`config.mk`:
```
export PLATFORM = sky130hd
export DESIGN_NAME = imu_fifo_frame_scaler_top
export DESIGN_NICKNAME = d
export VERILOG_FILES = /design/src/rtl/imu_fs_pkg.sv /design/src/rtl/imu_fs_div.sv /design/src/rtl/imu_fs_datapath.sv /design/src/rtl/imu_fs_ctrl.sv /design/src/rtl/imu_fifo_frame_scaler_top.sv
export SDC_FILE = /design/constraint.sdc
export NUM_CORES = 2
export LEC_CHECK = 0
export BUFFER_PORTS_ARGS = -buffer_cell sky130_fd_sc_hd__buf_2
export CORE_MARGIN = 4
export CORE_UTILIZATION = 25
export DETAILED_ROUTE_END_ITERATION = 10
export GPL_ROUTABILITY_DRIVEN = 1
export PLACE_DENSITY_LB_ADDON = 0.1
export SYNTH_ARGS = -nofsm -noshare
export SYNTH_HDL_FRONTEND = slang
export SYNTH_SLANG_ARGS = --single-unit
```
`constraint.sdc`:
```
create_clock -name i_clk -period 35.8 [get_ports i_clk]
set_clock_uncertainty 0.05 [all_clocks]
set_input_delay 10.74 -clock i_clk [delete_from_list [all_inputs] [get_ports i_clk]]
set_output_delay 10.74 -clock i_clk [all_outputs]
set_load 0.02 [all_outputs]
```
`src/rtl/imu_fs_pkg.sv`:
```
// Shared constants, widths and controller/datapath interface types for the IMU frame scaler.
`default_nettype none

package imu_fs_pkg;

    // Burst length limit for the temperature average
    localparam int MAX_FRAMES = 128;

    // Frame counter must hold MAX_FRAMES itself
    localparam int CNT_W  = $clog2(MAX_FRAMES + 1);
    // Signed sum of up to MAX_FRAMES temperature words
    localparam int ACC_W  = $clog2(MAX_FRAMES) + 16;
    // Magnitude of sum times 24-bit gain
    localparam int NUM_W  = ACC_W + 24;
    // Dividend after folding the divide by 256 into a shift
    localparam int QW     = NUM_W - 7;
    // Signed quotient plus offset
    localparam int TSUM_W = QW + 2;
    // Divider step counter
    localparam int STEP_W = $clog2(QW);

    // g in m/s2, unsigned Q4.24
    localparam logic [27:0] G_Q24 = 28'd164528285;
    // 250 deg/s over 32768 LSB, in Q16.16
    localparam logic signed [10:0] GYRO_LSB = 11'sd500;

    // Configuration register indexes
    localparam logic [1:0] CFG_ACCEL_SEL = 2'd0;
    localparam logic [1:0] CFG_GYRO_SEL  = 2'd1;
    localparam logic [1:0] CFG_TEMP_GAIN = 2'd2;
    localparam logic [1:0] CFG_TEMP_BIAS = 2'd3;

    // Configuration reset values
    localparam logic [23:0]        TEMP_GAIN_RST = 24'd51338;
    localparam logic signed [24:0] TEMP_BIAS_RST = 25'sd1638400;

    // Temperature saturation limits
    localparam logic signed [TSUM_W-1:0] TMP_MAX = TSUM_W'(8388607);
    localparam logic signed [TSUM_W-1:0] TMP_MIN = -TSUM_W'(8388608);

    // Commands from the controller to the datapath
    typedef struct packed {
        logic load_in;
        logic mul;
        logic rnd;
        logic tadj;
        logic fin;
        logic load_out;
    } t_cmd;

    // Status from the datapath to the controller
    typedef struct packed {
        logic last;
        logic div_done;
        logic out_free;
    } t_sts;

endpackage

`default_nettype wire

```
`src/rtl/imu_fs_div.sv`:
```
// Restoring divider, one quotient bit per cycle, for the burst temperature average.
`default_nettype none

module imu_fs_div (
    input  wire logic                        i_clk,
    input  wire logic                        i_rst_n,
    input  wire logic                        i_start,
    input  wire logic [imu_fs_pkg::QW-1:0]   i_dividend,
    input  wire logic [imu_fs_pkg::CNT_W-1:0] i_divisor,
    output logic      [imu_fs_pkg::QW-1:0]   o_quotient,
    output logic                             o_done
);

    logic                              r_busy;
    logic                              r_done;
    logic [imu_fs_pkg::STEP_W-1:0]     r_step;
    logic [imu_fs_pkg::QW-1:0]         r_quo;
    logic [imu_fs_pkg::CNT_W-1:0]      r_rem;
    logic [imu_fs_pkg::CNT_W-1:0]      r_den;

    logic [imu_fs_pkg::CNT_W:0]        trial;
    logic [imu_fs_pkg::CNT_W:0]        diff;
    logic                              ge;

    // Shift in the next dividend bit and try the subtract
    always_comb begin
        trial = {r_rem, r_quo[imu_fs_pkg::QW-1]};
        diff  = trial - {1'b0, r_den};
        ge    = (trial >= {1'b0, r_den});
    end

    // Sequence the steps
    always_ff @(posedge i_clk) begin
        if (!i_rst_n) begin
            r_busy <= 1'b0;
            r_done <= 1'b0;
            r_step <= '0;
        end else begin
            r_done <= 1'b0;
            if (i_start) begin
                r_busy <= 1'b1;
                r_step <= imu_fs_pkg::STEP_W'(imu_fs_pkg::QW - 1);
            end else if (r_busy) begin
                if (r_step == '0) begin
                    r_busy <= 1'b0;
                    r_done <= 1'b1;
                end else begin
                    r_step <= r_step - 1'b1;
                end
            end
        end
    end

    // Quotient and remainder shift
    always_ff @(posedge i_clk) begin
        if (i_start) begin
            r_quo <= i_dividend;
            r_rem <= '0;
            r_den <= i_divisor;
        end else if (r_busy) begin
            r_quo <= {r_quo[imu_fs_pkg::QW-2:0], ge};
            r_rem <= ge ? diff[imu_fs_pkg::CNT_W-1:0] : trial[imu_fs_pkg::CNT_W-1:0];
        end
    end

    assign o_quotient = r_quo;
    assign o_done     = r_done;

    // A new division never starts over one in flight
    a_no_restart: assert property (@(posedge i_clk) disable iff (!i_rst_n)
        i_start |-> !r_busy)
        else $error("divider restarted while busy");

    // Done follows the final step
    a_done_after_last: assert property (@(posedge i_clk) disable iff (!i_rst_n)
        (r_busy && r_step == '0 && !i_start) |=> (o_done && !r_busy))
        else $error("divider done missing after final step");

endmodule

`default_nettype wire

```
`src/rtl/imu_fs_datapath.sv`:
```
// Datapath: configuration registers, axis scaling, temperature sum and average, output register.
`default_nettype none

module imu_fs_datapath (
    input  wire logic                     i_clk,
    input  wire logic                     i_rst_n,
    input  wire imu_fs_pkg::t_cmd         i_cmd,
    output imu_fs_pkg::t_sts              o_sts,
    input  wire logic                     i_cfg_we,
    input  wire logic [1:0]               i_cfg_index,
    input  wire logic [24:0]              i_cfg_data,
    input  wire logic signed [15:0]       i_accel_x_raw,
    input  wire logic signed [15:0]       i_accel_y_raw,
    input  wire logic signed [15:0]       i_accel_z_raw,
    input  wire logic signed [15:0]       i_temp_raw,
    input  wire logic signed [15:0]       i_gyro_x_raw,
    input  wire logic signed [15:0]       i_gyro_y_raw,
    input  wire logic signed [15:0]       i_gyro_z_raw,
    input  wire logic                     i_last_frame,
    input  wire logic                     i_out_stall,
    output logic                          o_out_valid,
    output logic signed [24:0]            o_accel_x_out,
    output logic signed [24:0]            o_accel_y_out,
    output logic signed [24:0]            o_accel_z_out,
    output logic signed [27:0]            o_gyro_x_out,
    output logic signed [27:0]            o_gyro_y_out,
    output logic signed [27:0]            o_gyro_z_out,
    output logic signed [23:0]            o_temperature_out,
    output logic                          o_temp_valid,
    output logic [7:0]                    o_frames_in_burst,
    output logic                          o_last_out
);

    // Configuration
    logic [1:0]                           r_accel_sel;
    logic [1:0]                           r_gyro_sel;
    logic [23:0]                          r_gain;
    logic signed [24:0]                   r_offset;

    // Captured input word
    logic signed [15:0]                   r_ax, r_ay, r_az, r_temp;
    logic signed [15:0]                   r_gx, r_gy, r_gz;
    logic                                 r_last;

    // Axis stages
    logic [43:0]                          r_amag [3];
    logic                                 r_aneg [3];
    logic signed [24:0]                   r_aout [3];
    logic signed [27:0]                   r_gyro [3];

    // Burst temperature state
    logic signed [imu_fs_pkg::ACC_W-1:0]  r_acc;
    logic [imu_fs_pkg::CNT_W-1:0]         r_cnt;
    logic                                 r_tneg;
    logic [imu_fs_pkg::NUM_W-1:0]         r_tprod;
    logic [7:0]                           r_frames;
    logic signed [23:0]                   r_temp_out;

    // Output register
    logic                                 r_ovalid;
    logic signed [24:0]                   r_o_ax, r_o_ay, r_o_az;
    logic signed [27:0]                   r_o_gx, r_o_gy, r_o_gz;
    logic signed [23:0]                   r_o_temp;
    logic                                 r_o_tvalid;
    logic [7:0]                           r_o_frames;
    logic                                 r_o_last;

    // Combinational terms
    logic signed [15:0]                   a_val [3];
    logic [15:0]                          a_mag [3];
    logic [43:0]                          a_prod [3];
    logic [46:0]                          a_sh [3];
    logic [46:0]                          a_rnd [3];
    logic [24:0]                          a_q [3];
    logic signed [15:0]                   g_val [3];
    logic signed [26:0]                   g_prod [3];
    logic [imu_fs_pkg::ACC_W-1:0]         acc_mag;
    logic [imu_fs_pkg::NUM_W:0]           t_num;
    logic [imu_fs_pkg::QW-1:0]            div_quo;
    logic                                 div_done;
    logic signed [imu_fs_pkg::QW:0]       t_sq;
    logic signed [imu_fs_pkg::TSUM_W-1:0] t_sum;
    logic signed [imu_fs_pkg::TSUM_W-1:0] t_sat;
    logic [imu_fs_pkg::CNT_W+7:0]         cnt_ext;
    logic                                 out_free;

    // Negate with -32768 saturating to +32767
    function automatic logic signed [15:0] neg_sat(input logic signed [15:0] v);
        neg_sat = (v == 16'sh8000) ? 16'sh7FFF : -v;
    endfunction

    // Axis magnitudes, products and rounding
    always_comb begin
        a_val[0] = r_ax;
        a_val[1] = neg_sat(r_ay);
        a_val[2] = neg_sat(r_az);
        g_val[0] = r_gx;
        g_val[1] = neg_sat(r_gy);
        g_val[2] = neg_sat(r_gz);
        for (int i = 0; i < 3; i++) begin
            a_mag[i]  = a_val[i][15] ? $unsigned(-a_val[i]) : $unsigned(a_val[i]);
            a_prod[i] = a_mag[i] * imu_fs_pkg::G_Q24;
            a_sh[i]   = {3'b000, r_amag[i]} << r_accel_sel;
            a_rnd[i]  = a_sh[i] + 47'd2097152;
            a_q[i]    = a_rnd[i][46:22];
            g_prod[i] = g_val[i] * imu_fs_pkg::GYRO_LSB;
        end
    end

    // Temperature magnitude, dividend and final offset with saturation
    always_comb begin
        acc_mag = r_acc[imu_fs_pkg::ACC_W-1] ? $unsigned(-r_acc) : $unsigned(r_acc);
        t_num   = {1'b0, r_tprod} + (imu_fs_pkg::NUM_W + 1)'({r_cnt, 7'b0});
        t_sq    = r_tneg ? -$signed({1'b0, div_quo}) : $signed({1'b0, div_quo});
        t_sum   = imu_fs_pkg::TSUM_W'(t_sq) + imu_fs_pkg::TSUM_W'(r_offset);
        if (t_sum > imu_fs_pkg::TMP_MAX) begin
            t_sat = imu_fs_pkg::TMP_MAX;
        end else if (t_sum < imu_fs_pkg::TMP_MIN) begin
            t_sat = imu_fs_pkg::TMP_MIN;
        end else begin
            t_sat = t_sum;
        end
        cnt_ext = {8'd0, r_cnt};
    end

    imu_fs_div u_div (
        .i_clk      (i_clk),
        .i_rst_n    (i_rst_n),
        .i_start    (i_cmd.tadj),
        .i_dividend (t_num[imu_fs_pkg::NUM_W:8]),
        .i_divisor  (r_cnt),
        .o_quotient (div_quo),
        .o_done     (div_done)
    );

    // Configuration writes
    always_ff @(posedge i_clk) begin
        if (!i_rst_n) begin
            r_accel_sel <= 2'd0;
            r_gyro_sel  <= 2'd0;
            r_gain      <= imu_fs_pkg::TEMP_GAIN_RST;
            r_offset    <= imu_fs_pkg::TEMP_BIAS_RST;
        end else if (i_cfg_we) begin
            unique case (i_cfg_index)
                imu_fs_pkg::CFG_ACCEL_SEL: r_accel_sel <= i_cfg_data[1:0];
                imu_fs_pkg::CFG_GYRO_SEL:  r_gyro_sel  <= i_cfg_data[1:0];
                imu_fs_pkg::CFG_TEMP_GAIN: r_gain      <= i_cfg_data[23:0];
                imu_fs_pkg::CFG_TEMP_BIAS: r_offset    <= $signed(i_cfg_data);
                default: ;
            endcase
        end
    end

    // Accumulate temperature until the burst limit, clear after the last word
    always_ff @(posedge i_clk) begin
        if (!i_rst_n) begin
            r_acc <= '0;
            r_cnt <= '0;
        end else if (i_cmd.mul) begin
            if (r_cnt < imu_fs_pkg::CNT_W'(imu_fs_pkg::MAX_FRAMES)) begin
                r_acc <= r_acc + imu_fs_pkg::ACC_W'(r_temp);
                r_cnt <= r_cnt + 1'b1;
            end
        end else if (i_cmd.tadj) begin
            r_acc <= '0;
            r_cnt <= '0;
        end
    end

    // Payload pipeline
    always_ff @(posedge i_clk) begin
        if (i_cmd.load_in) begin
            r_ax   <= i_accel_x_raw;
            r_ay   <= i_accel_y_raw;
            r_az   <= i_accel_z_raw;
            r_temp <= i_temp_raw;
            r_gx   <= i_gyro_x_raw;
            r_gy   <= i_gyro_y_raw;
            r_gz   <= i_gyro_z_raw;
            r_last <= i_last_frame;
        end
        if (i_cmd.mul) begin
            for (int i = 0; i < 3; i++) begin
                r_amag[i] <= a_prod[i];
                r_aneg[i] <= a_val[i][15];
                r_gyro[i] <= {g_prod[i][26], g_prod[i]} << r_gyro_sel;
            end
        end
        if (i_cmd.rnd) begin
            for (int i = 0; i < 3; i++) begin
                r_aout[i] <= r_aneg[i] ? $signed(25'd0 - a_q[i]) : $signed(a_q[i]);
            end
            r_tneg  <= r_acc[imu_fs_pkg::ACC_W-1];
            r_tprod <= acc_mag * r_gain;
        end
        if (i_cmd.tadj) begin
            r_frames <= cnt_ext[7:0];
        end
        if (i_cmd.fin) begin
            r_temp_out <= t_sat[23:0];
        end
    end

    // Output register: hold while stalled, load when free
    assign out_free = !r_ovalid || !i_out_stall;

    always_ff @(posedge i_clk) begin
        if (!i_rst_n) begin
            r_ovalid <= 1'b0;
        end else if (i_cmd.load_out) begin
            r_ovalid <= 1'b1;
        end else if (!i_out_stall) begin
            r_ovalid <= 1'b0;
        end
    end

    always_ff @(posedge i_clk) begin
        if (i_cmd.load_out) begin
            r_o_ax     <= r_aout[0];
            r_o_ay     <= r_aout[1];
            r_o_az     <= r_aout[2];
            r_o_gx     <= r_gyro[0];
            r_o_gy     <= r_gyro[1];
            r_o_gz     <= r_gyro[2];
            r_o_temp   <= r_last ? r_temp_out : 24'sd0;
            r_o_tvalid <= r_last;
            r_o_frames <= r_last ? r_frames : 8'd0;
            r_o_last   <= r_last;
        end
    end

    assign o_sts.last     = r_last;
    assign o_sts.div_done = div_done;
    assign o_sts.out_free = out_free;

    assign o_out_valid       = r_ovalid;
    assign o_accel_x_out     = r_o_ax;
    assign o_accel_y_out     = r_o_ay;
    assign o_accel_z_out     = r_o_az;
    assign o_gyro_x_out      = r_o_gx;
    assign o_gyro_y_out      = r_o_gy;
    assign o_gyro_z_out      = r_o_gz;
    assign o_temperature_out = r_o_temp;
    assign o_temp_valid      = r_o_tvalid;
    assign o_frames_in_burst = r_o_frames;
    assign o_last_out        = r_o_last;

endmodule

`default_nettype wire

```
`src/rtl/imu_fs_ctrl.sv`:
```
// Controller state machine sequencing capture, scaling, temperature average and output load.
`default_nettype none

module imu_fs_ctrl (
    input  wire logic              i_clk,
    input  wire logic              i_rst_n,
    input  wire logic              i_in_valid,
    output logic                   o_in_stall,
    output imu_fs_pkg::t_cmd       o_cmd,
    input  wire imu_fs_pkg::t_sts  i_sts
);

    typedef enum logic [6:0] {
        S_IDLE = 7'b0000001,
        S_MUL  = 7'b0000010,
        S_RND  = 7'b0000100,
        S_TADJ = 7'b0001000,
        S_DIV  = 7'b0010000,
        S_FIN  = 7'b0100000,
        S_LOAD = 7'b1000000
    } t_state;

    t_state r_state;
    t_state n_state;

    // Next state and commands
    always_comb begin
        n_state = r_state;
        o_cmd   = '0;
        unique case (r_state)
            S_IDLE: begin
                if (i_in_valid) begin
                    o_cmd.load_in = 1'b1;
                    n_state       = S_MUL;
                end
            end
            S_MUL: begin
                o_cmd.mul = 1'b1;
                n_state   = S_RND;
            end
            S_RND: begin
                o_cmd.rnd = 1'b1;
                n_state   = i_sts.last ? S_TADJ : S_LOAD;
            end
            S_TADJ: begin
                o_cmd.tadj = 1'b1;
                n_state    = S_DIV;
            end
            S_DIV: begin
                if (i_sts.div_done) begin
                    n_state = S_FIN;
                end
            end
            S_FIN: begin
                o_cmd.fin = 1'b1;
                n_state   = S_LOAD;
            end
            S_LOAD: begin
                if (i_sts.out_free) begin
                    o_cmd.load_out = 1'b1;
                    n_state        = S_IDLE;
                end
            end
            default: begin
                n_state = S_IDLE;
            end
        endcase
    end

    always_ff @(posedge i_clk) begin
        if (!i_rst_n) begin
            r_state <= S_IDLE;
        end else begin
            r_state <= n_state;
        end
    end

    assign o_in_stall = (r_state != S_IDLE);

    // An accepted word always moves on to the multiply step
    a_accept_to_mul: assert property (@(posedge i_clk) disable iff (!i_rst_n)
        (i_in_valid && !o_in_stall) |=> (r_state == S_MUL))
        else $error("accepted word did not enter multiply");

    // Division state is left only on divider done
    a_div_waits: assert property (@(posedge i_clk) disable iff (!i_rst_n)
        (r_state == S_DIV && !i_sts.div_done) |=> (r_state == S_DIV))
        else $error("left divide state early");

    // A word that is not last skips the temperature average
    a_short_path: assert property (@(posedge i_clk) disable iff (!i_rst_n)
        (r_state == S_RND && !i_sts.last) |=> (r_state == S_LOAD))
        else $error("non-last word took the divide path");

endmodule

`default_nettype wire

```
`src/rtl/imu_fifo_frame_scaler_top.sv`:
```
// Top level of the IMU frame scaler: controller, datapath and configuration port.
//
//  channel  direction  handshake                word
//  in       input      i_in_valid / o_in_stall  raw accel, temp, gyro words, last flag
//  out      output     o_out_valid / i_out_stall scaled axes, burst temperature, count
//  cfg      input      i_cfg_valid / o_cfg_ready register index and write data
//
// A word that is not last passes through capture, multiply, round and the load of the
// output register before the next word is accepted. A last word adds the temperature
// average between round and load: a setup step, one quotient bit per cycle of the
// restoring divider (40 bits at a 128-frame limit), a wait for the divider done and an
// offset step.
// Reset is synchronous and active low; it restores the register defaults and clears
// the burst sum and count. A stalled output holds its word; the next input word is
// taken while it waits, and its load waits until the output register frees.
`default_nettype none

module imu_fifo_frame_scaler_top (
    input  wire logic               i_clk,
    input  wire logic               i_rst_n,
    input  wire logic               i_in_valid,
    output logic                    o_in_stall,
    input  wire logic signed [15:0] i_accel_x_raw,
    input  wire logic signed [15:0] i_accel_y_raw,
    input  wire logic signed [15:0] i_accel_z_raw,
    input  wire logic signed [15:0] i_temp_raw,
    input  wire logic signed [15:0] i_gyro_x_raw,
    input  wire logic signed [15:0] i_gyro_y_raw,
    input  wire logic signed [15:0] i_gyro_z_raw,
    input  wire logic               i_last_frame,
    output logic                    o_out_valid,
    input  wire logic               i_out_stall,
    output logic signed [24:0]      o_accel_x_out,
    output logic signed [24:0]      o_accel_y_out,
    output logic signed [24:0]      o_accel_z_out,
    output logic signed [27:0]      o_gyro_x_out,
    output logic signed [27:0]      o_gyro_y_out,
    output logic signed [27:0]      o_gyro_z_out,
    output logic signed [23:0]      o_temperature_out,
    output logic                    o_temp_valid,
    output logic [7:0]              o_frames_in_burst,
    output logic                    o_last_out,
    input  wire logic               i_cfg_valid,
    output logic                    o_cfg_ready,
    input  wire logic [1:0]         i_cfg_index,
    input  wire logic [24:0]        i_cfg_data
);

    imu_fs_pkg::t_cmd cmd;
    imu_fs_pkg::t_sts sts;

    // Configuration is always taken
    assign o_cfg_ready = 1'b1;

    imu_fs_ctrl u_ctrl (
        .i_clk      (i_clk),
        .i_rst_n    (i_rst_n),
        .i_in_valid (i_in_valid),
        .o_in_stall (o_in_stall),
        .o_cmd      (cmd),
        .i_sts      (sts)
    );

    imu_fs_datapath u_dp (
        .i_clk             (i_clk),
        .i_rst_n           (i_rst_n),
        .i_cmd             (cmd),
        .o_sts             (sts),
        .i_cfg_we          (i_cfg_valid),
        .i_cfg_index       (i_cfg_index),
        .i_cfg_data        (i_cfg_data),
        .i_accel_x_raw     (i_accel_x_raw),
        .i_accel_y_raw     (i_accel_y_raw),
        .i_accel_z_raw     (i_accel_z_raw),
        .i_temp_raw        (i_temp_raw),
        .i_gyro_x_raw      (i_gyro_x_raw),
        .i_gyro_y_raw      (i_gyro_y_raw),
        .i_gyro_z_raw      (i_gyro_z_raw),
        .i_last_frame      (i_last_frame),
        .i_out_stall       (i_out_stall),
        .o_out_valid       (o_out_valid),
        .o_accel_x_out     (o_accel_x_out),
        .o_accel_y_out     (o_accel_y_out),
        .o_accel_z_out     (o_accel_z_out),
        .o_gyro_x_out      (o_gyro_x_out),
        .o_gyro_y_out      (o_gyro_y_out),
        .o_gyro_z_out      (o_gyro_z_out),
        .o_temperature_out (o_temperature_out),
        .o_temp_valid      (o_temp_valid),
        .o_frames_in_burst (o_frames_in_burst),
        .o_last_out        (o_last_out)
    );

endmodule

`default_nettype wire
```
* After elaboration in Yosys (flattened, before gate mapping)
Memories as Yosys holds them, arrays and structs flattened. A register that Yosys moved wholly into a read port is not among the register bits. Index checks and enable logic that the tools add are counted.
Operators by class: reduce and logical (&&, ||, !) cells 17, multiplexer cells 48, add/subtract/negate cells 21, eq/ne operators 21, $lt $le $gt $ge 4, divide/modulo/power cells 0, shift operators 6, bitwise gates (word level) 3, $mul 7
Operators with widths (count):
- $add 47x22->47 const B | 3
- $shl 44x2->47 | 3
- $mul 16x28->44 const B | 3
- $mux 16 | 7
- $neg 16->16 | 7
- $mux 23 | 4
- $shl 28x2->28 | 3
- $mux 40 | 2
- $mux 25 | 3
- $sub 1x25->25 const A | 3
- $mul 16x8->24 const B | 3
- $eq 16x16->1 const B | 4
- $pmux 7 s7 | 1
- $add 47x15->48 | 1
- $mul 23x24->47 | 1
- $add 41x25->42 | 1
- $gt 42x24->1 const B | 1
- $lt 42x24->1 const B | 1
- $mux 41 | 1
- $neg 40->41 | 1
- $mux 8 | 4
- $mux 7 | 4
- $mux 24 | 1
- $add 23x16->23 | 1
- other kinds (30) | 64
Storage, ports and cells: bits in writable memories 294, word-level logic and storage cells 160, bits in latches 0, bits of input ports 145, ROM bits 0, memories kept 4, register bits 374, output and inout port bits 196
Memory list:
- u_dp.r_amag | words 3, width 44, read ports 3, clocked after Yosys merged registers in 0, wr ports 3, line imu_fs_datapath.sv:46 | logic [43:0] r_amag [3];
- u_dp.r_gyro | words 3, width 28, read ports 3, clocked after Yosys merged registers in 3, wr ports 3, line imu_fs_datapath.sv:49 | logic signed [27:0] r_gyro [3];
- u_dp.r_aout | words 3, width 25, read ports 3, clocked after Yosys merged registers in 3, wr ports 3, line imu_fs_datapath.sv:48 | logic signed [24:0] r_aout [3];
- u_dp.r_aneg | words 3, width 1, read ports 3, clocked after Yosys merged registers in 0, wr ports 3, line imu_fs_datapath.sv:47 | logic r_aneg [3];

* Depth between registers and ports, before layout
depth in word-level cells 5, mapped depth 37, depth with buffers taken out 37

* By module
Synthesis repeated with hierarchy kept, for this count alone.
Second synthesis, totals: cell total of the unflattened synthesis 7795, area total of the unflattened synthesis 81070.3 µm²
Modules (own cells, without submodules):
- imu_fs_datapath | area an instance 77603.2 µm², times used 1, cells each 7515, seq. area each 19899.1 µm²
- imu_fs_div | area an instance 2999.1 µm², times used 1, cells each 224, seq. area each 1761.7 µm²
- imu_fs_ctrl | area an instance 456.7 µm², times used 1, cells each 54, seq. area each 140.1 µm²
- imu_fifo_frame_scaler_top | area an instance 11.3 µm², times used 1, cells each 2, seq. area each 0.0 µm²

* Worst setup path after synthesis
OpenSTA, ideal clock, no wires.
kind input -> register, start input i_out_stall, end register u_dp.r_o_ax[0], in the netlist o_accel_x_out[0] (read register of u_dp.r_aout), enable pin, stages on the path 1, arrival time 19.688 ns, data required time 34.956 ns, library setup time 0.794 ns, slack 15.268 ns, buffers on the path 0, cell sequence a21oi_1
Between the ends: longest elaborated chain between the ends 4
Ends and longest elaborated chain:
- from (decl) | line imu_fifo_frame_scaler_top.sv:32 | input wire logic i_out_stall,
- $logic_not 1->1 | line imu_fs_datapath.sv:205 | assign out_free = !r_ovalid || !i_out_stall;
- $logic_or 1x1->1 | line imu_fs_datapath.sv:205
- $mux 1 | line imu_fs_ctrl.sv:59 | if (i_sts.out_free) begin
- $mux 1 | line imu_fs_ctrl.sv:30 | unique case (r_state)
- to (decl) | line imu_fs_datapath.sv:61 | logic signed [24:0] r_o_ax, r_o_ay, r_o_az;
No other way between the ends. A chain may end at the register's enable or synchronous reset.

* Final worst setup path
start register u_ctrl.r_state[6], end output o_in_stall
Between the ends: longest elaborated chain between the ends 1
Ends and longest elaborated chain:
- from (decl) | line imu_fs_ctrl.sv:23 | t_state r_state;
- from (signal assigned) | line imu_fs_ctrl.sv:74 | r_state <= n_state;
- $ne 7x1->1 | line imu_fs_ctrl.sv:78 | assign o_in_stall = (r_state != S_IDLE);
- to (decl) | line imu_fifo_frame_scaler_top.sv:22 | output logic o_in_stall,
No other way between the ends.

==> impl_summary.log <==
INFO  metric synth-compound-area-share = 8.12%
INFO  metric primary_ff_master_synth = sky130_fd_sc_hd__edfxtp_1
INFO  metric routabilityCongestion = 0.808
INFO  metric cts_tree = yes
INFO  metric cp.arrival = 2.08 ns
INFO  metric grt_antenna_before_repair = 18
INFO  metric worstHoldPathCells = 0
INFO  metric post_synth_xor_area_fraction = 5.70%
INFO  metric yosysTopAreaCellShare = 23.8%
INFO  metric gr-usage-met3 = 1.51%
INFO  metric clk_path_buf_depth = 4
INFO  metric route.detailed.wl_per_inst = 18.6 um
INFO  metric grt_setup_unrepaired = false
INFO  metric routed-via-count = 56200
INFO  metric detailed_place_hpwl = 190000 um
INFO  metric critical_path_required = 25.01 ns
INFO  metric syn-mean-instance-area = 10.3 um^2
INFO  metric post-route-min-period = 12.87 ns
INFO  metric yosys.cell_types.count = 120
INFO  metric crit-reg2reg-capture = u_dp.r_tprod[46]
INFO  metric fp.dieArea = 336000 um^2
INFO  metric synth.most_common_cell = sky130_fd_sc_hd__inv_1
INFO  metric drt-pass1-iter-count = 5
INFO  metric synth.area.top_cells = sky130_fd_sc_hd__edfxtp_1 (24%), sky130_fd_sc_hd__fa_1 (23%), sky130_fd_sc_hd__ha_1 (14%), sky130_fd_sc_hd__inv_1 (5.8%), sky130_fd_sc_hd__nand2_1 (4.0%)
INFO  metric postSynthRegisterBits = 754
INFO  metric cts_setup_buffers = 0
INFO  metric remaining_drc_errors = 0
INFO  metric global_route.usage.total = 13.9%
INFO  metric die_width = 579 um
INFO  metric syn_area = 81600 um^2
INFO  metric num-nets-final = 10200
INFO  metric placement_rows = 209
INFO  metric grt_pass1_wl = 363000 um
INFO  metric overflow = 0
INFO  metric post-synth-top-area-cell = sky130_fd_sc_hd__edfxtp_1
INFO  metric global_route.usage.met2 = 22.7%
INFO  metric global_route.peak_usage_layer = met2
INFO  metric initial_util = 25.1%
INFO  metric post_synth_mux_area_share = 3.35%
INFO  metric period_share = 36.0%
INFO  metric syn2layout_area_growth = 12.5%
INFO  metric drtAntennaViolNets = 0
INFO  metric globalRouteMet1Util = 19.7%
INFO  metric setup_cp_type = reg -> out
INFO  metric netlist_instances = 7937
INFO  metric timing.final.max_slew_violations = 0
INFO  metric timing.final.hold_violations = 0
INFO  metric die_h = 579 um
INFO  metric cap_violations = 0
INFO  metric critical_path.startpoint_type = flip-flop
INFO  metric viasPerCell = 4.45
INFO  metric combinational_family_with_the_most_area_after_synthesis = adder cells
INFO  metric holdCritPathClass = reg -> reg
INFO  metric clock_sink_count = 754
INFO  metric core-area = 325000 um^2
INFO  metric outcome = completed
INFO  metric r2r_cells = 32
INFO  metric drt_iter0_drc = 2956
INFO  metric setup_tns = 0 ns
INFO  metric hold_buffer_count_at_cts = 0
INFO  metric post_synth_and_or_nand_nor_area_fraction = 12.1%
INFO  metric ys_seq_area_share = 26.4%
INFO  metric cts_root_buf = sky130_fd_sc_hd__clkbuf_16
INFO  metric ios = 341
INFO  metric cts-resized-gates = 0
INFO  metric tightestPinTransition = 1.17 ns
INFO  metric ys.warnings.count = 0
INFO  metric relSlewSlack = 21.6%
INFO  metric synth_enable_flop_cells = 646
INFO  metric setup_viol = 0
INFO  metric holdPathEnd = o_accel_y_out[14]
INFO  metric grt_pass1_vias = 59600
INFO  metric maxClockFrequency = 77.7 MHz
INFO  metric numCtsBuffers = 97
INFO  metric worst_r2r_setup_slack = 24.97 ns
INFO  metric cts_htree_levels = 3
INFO  metric crit_fanout = 6
INFO  metric critical_path.reg2reg.startpoint = u_dp.r_acc[0]
INFO  metric end_kind = primary output
INFO  metric worstSkewPairLatency = 0.83 ns
INFO  metric io_buf_count = 333
INFO  metric cts.reportedPaths.clkPinSlew = 0.06 ns
INFO  metric asyncSetResetFlopFracSynth = 0%
INFO  metric synthAdderAreaFrac = 37.1%
INFO  metric worstHoldStart = u_dp.r_aout[0][39]
INFO  metric synthTopCellsByCount = sky130_fd_sc_hd__inv_1 (1255), sky130_fd_sc_hd__fa_1 (939), sky130_fd_sc_hd__ha_1 (914), sky130_fd_sc_hd__nand2_1 (865), sky130_fd_sc_hd__edfxtp_1 (646)
INFO  metric routed_wl = 235000 um
INFO  metric final_layout_size_suffix_gt1_share = 9.18%
INFO  metric grt_start_max_net_pins = 118
[metrics by stage]
| step | instances | utilization [%] | hold slack (ns) | setup WS (ns) | instance area [um^2] |
|---|---|---|---|---|---|
| finish | 12600 | 28.3 | 0.367 | 22.93 | 91800 |
| global route | 12600 | 28.3 | 0.372 | 22.71 | 91800 |
| CTS | 12600 | 28.3 | 0.366 | 22.82 | 91700 |
| detailed placement | 12400 | 27.3 | 0.355 | 22.07 | 88700 |
| global placement | 12400 | 27.3 | 0.354 | 22.12 | 88700 |
| floorplan | 7944 | - | 0.350 | 15.27 | 81600 |
[flip-flops by register name (all words and copies together) (netlist names), 16 cells and up]
| signal | count |
|---|---|
| o_accel_y_out | 25 |
| u_dp.r_acc | 23 |
| u_dp.r_gain | 24 |
| u_dp.r_gyro | 78 |
| o_gyro_y_out | 26 |
| u_dp.r_amag | 78 |
| u_dp.r_gx | 16 |
| u_dp.r_aout | 75 |
| o_accel_z_out | 25 |
| u_dp.r_ax | 16 |
| u_dp.u_div.o_quotient | 40 |
| u_dp.r_temp_out | 24 |
| o_gyro_z_out | 26 |
| u_dp.r_gy | 16 |
| u_dp.r_ay | 16 |
| u_dp.r_temp | 16 |
| o_accel_x_out | 25 |
| u_dp.r_gz | 16 |
| u_dp.r_az | 16 |
| u_dp.r_offset | 25 |
| o_gyro_x_out | 26 |
| u_dp.r_tprod | 40 |
| u_dp.o_temperature_out | 24 |
[cell usage in the layout (no fill, tap or decap), types with 106 or more instances in the layout]
cell type / count
sky130_fd_sc_hd__buf_2: 333
sky130_fd_sc_hd__nand3_1: 119
sky130_fd_sc_hd__inv_1: 1253
sky130_fd_sc_hd__nand2_1: 864
sky130_fd_sc_hd__fa_1: 939
sky130_fd_sc_hd__o21ai_0: 272
sky130_fd_sc_hd__edfxtp_1: 646
sky130_fd_sc_hd__xnor2_1: 332
sky130_fd_sc_hd__nor3_1: 106
sky130_fd_sc_hd__a21o_1: 110
sky130_fd_sc_hd__mux2i_1: 122
sky130_fd_sc_hd__xor2_1: 172
sky130_fd_sc_hd__and2_1: 200
sky130_fd_sc_hd__a21oi_1: 262
sky130_fd_sc_hd__ha_1: 914
sky130_fd_sc_hd__nor2_1: 301
[logic make-up after synthesis]
| kind of cell | Yosys count |
|---|---|
| AOI/OAI and AO/OA | 1045 |
| other | 2 |
| xor gates and xnor gates | 528 |
| DFF | 754 |
| muxes | 198 |
| adders and majority gates | 1853 |
| and+or+nand+nor | 2048 |
| buffers and inverters | 1509 |
[how the worst max path moves through the flow]
| stage | cells past startpoint | slack, ns | endpoint | start |
|---|---|---|---|---|
| 6_report | 3 | 22.93 | o_in_stall | u_ctrl.r_state[6] |
| 5_1_grt | 3 | 22.71 | o_in_stall | u_ctrl.r_state[6] |
| 4_1_cts | 3 | 22.82 | o_in_stall | u_ctrl.r_state[6] |
| 3_5_place_dp | 5 | 22.07 | u_dp.r_az[4] | i_in_valid |
| 3_3_place_gp | 5 | 22.12 | u_dp.r_az[6] | i_in_valid |
| 2_1_floorplan | 1 | 15.27 | o_accel_x_out[0] | i_out_stall |
[per-layer routing]
metal / wire length (um) / part of all wire, % / vias up
met2: 107000 / 46 / 901
met5: 27 / 0.012 / -
met3: 7830 / 3.3 / 216
li1: - / - / 27000
met1: 114000 / 48 / 28000
met4: 6030 / 2.6 / 4
[final cells by class]
cell class                      count  area, um^2
Clock buffer                      115        2520
Clock inverter                     60         539
Sequential cell                   754       21600
Fill cell                       34100      233000
Tap cell                         4325        5410
Multi-Input combinational cell   5681       54600
Antenna cell                        3        7.51
Inverter                         1258        4730
Timing Repair Buffer              423        2350
[critical path: stages, from the launching register on]
cell	delay [ns]
sky130_fd_sc_hd__dfxtp_1	0.33
sky130_fd_sc_hd__nor3_1	0.29
sky130_fd_sc_hd__nand4b_1	0.35
sky130_fd_sc_hd__buf_2	0.29
Power is not shown: default switching activity piles up to over one toggle a cycle in this logic, so the estimate is an artifact.
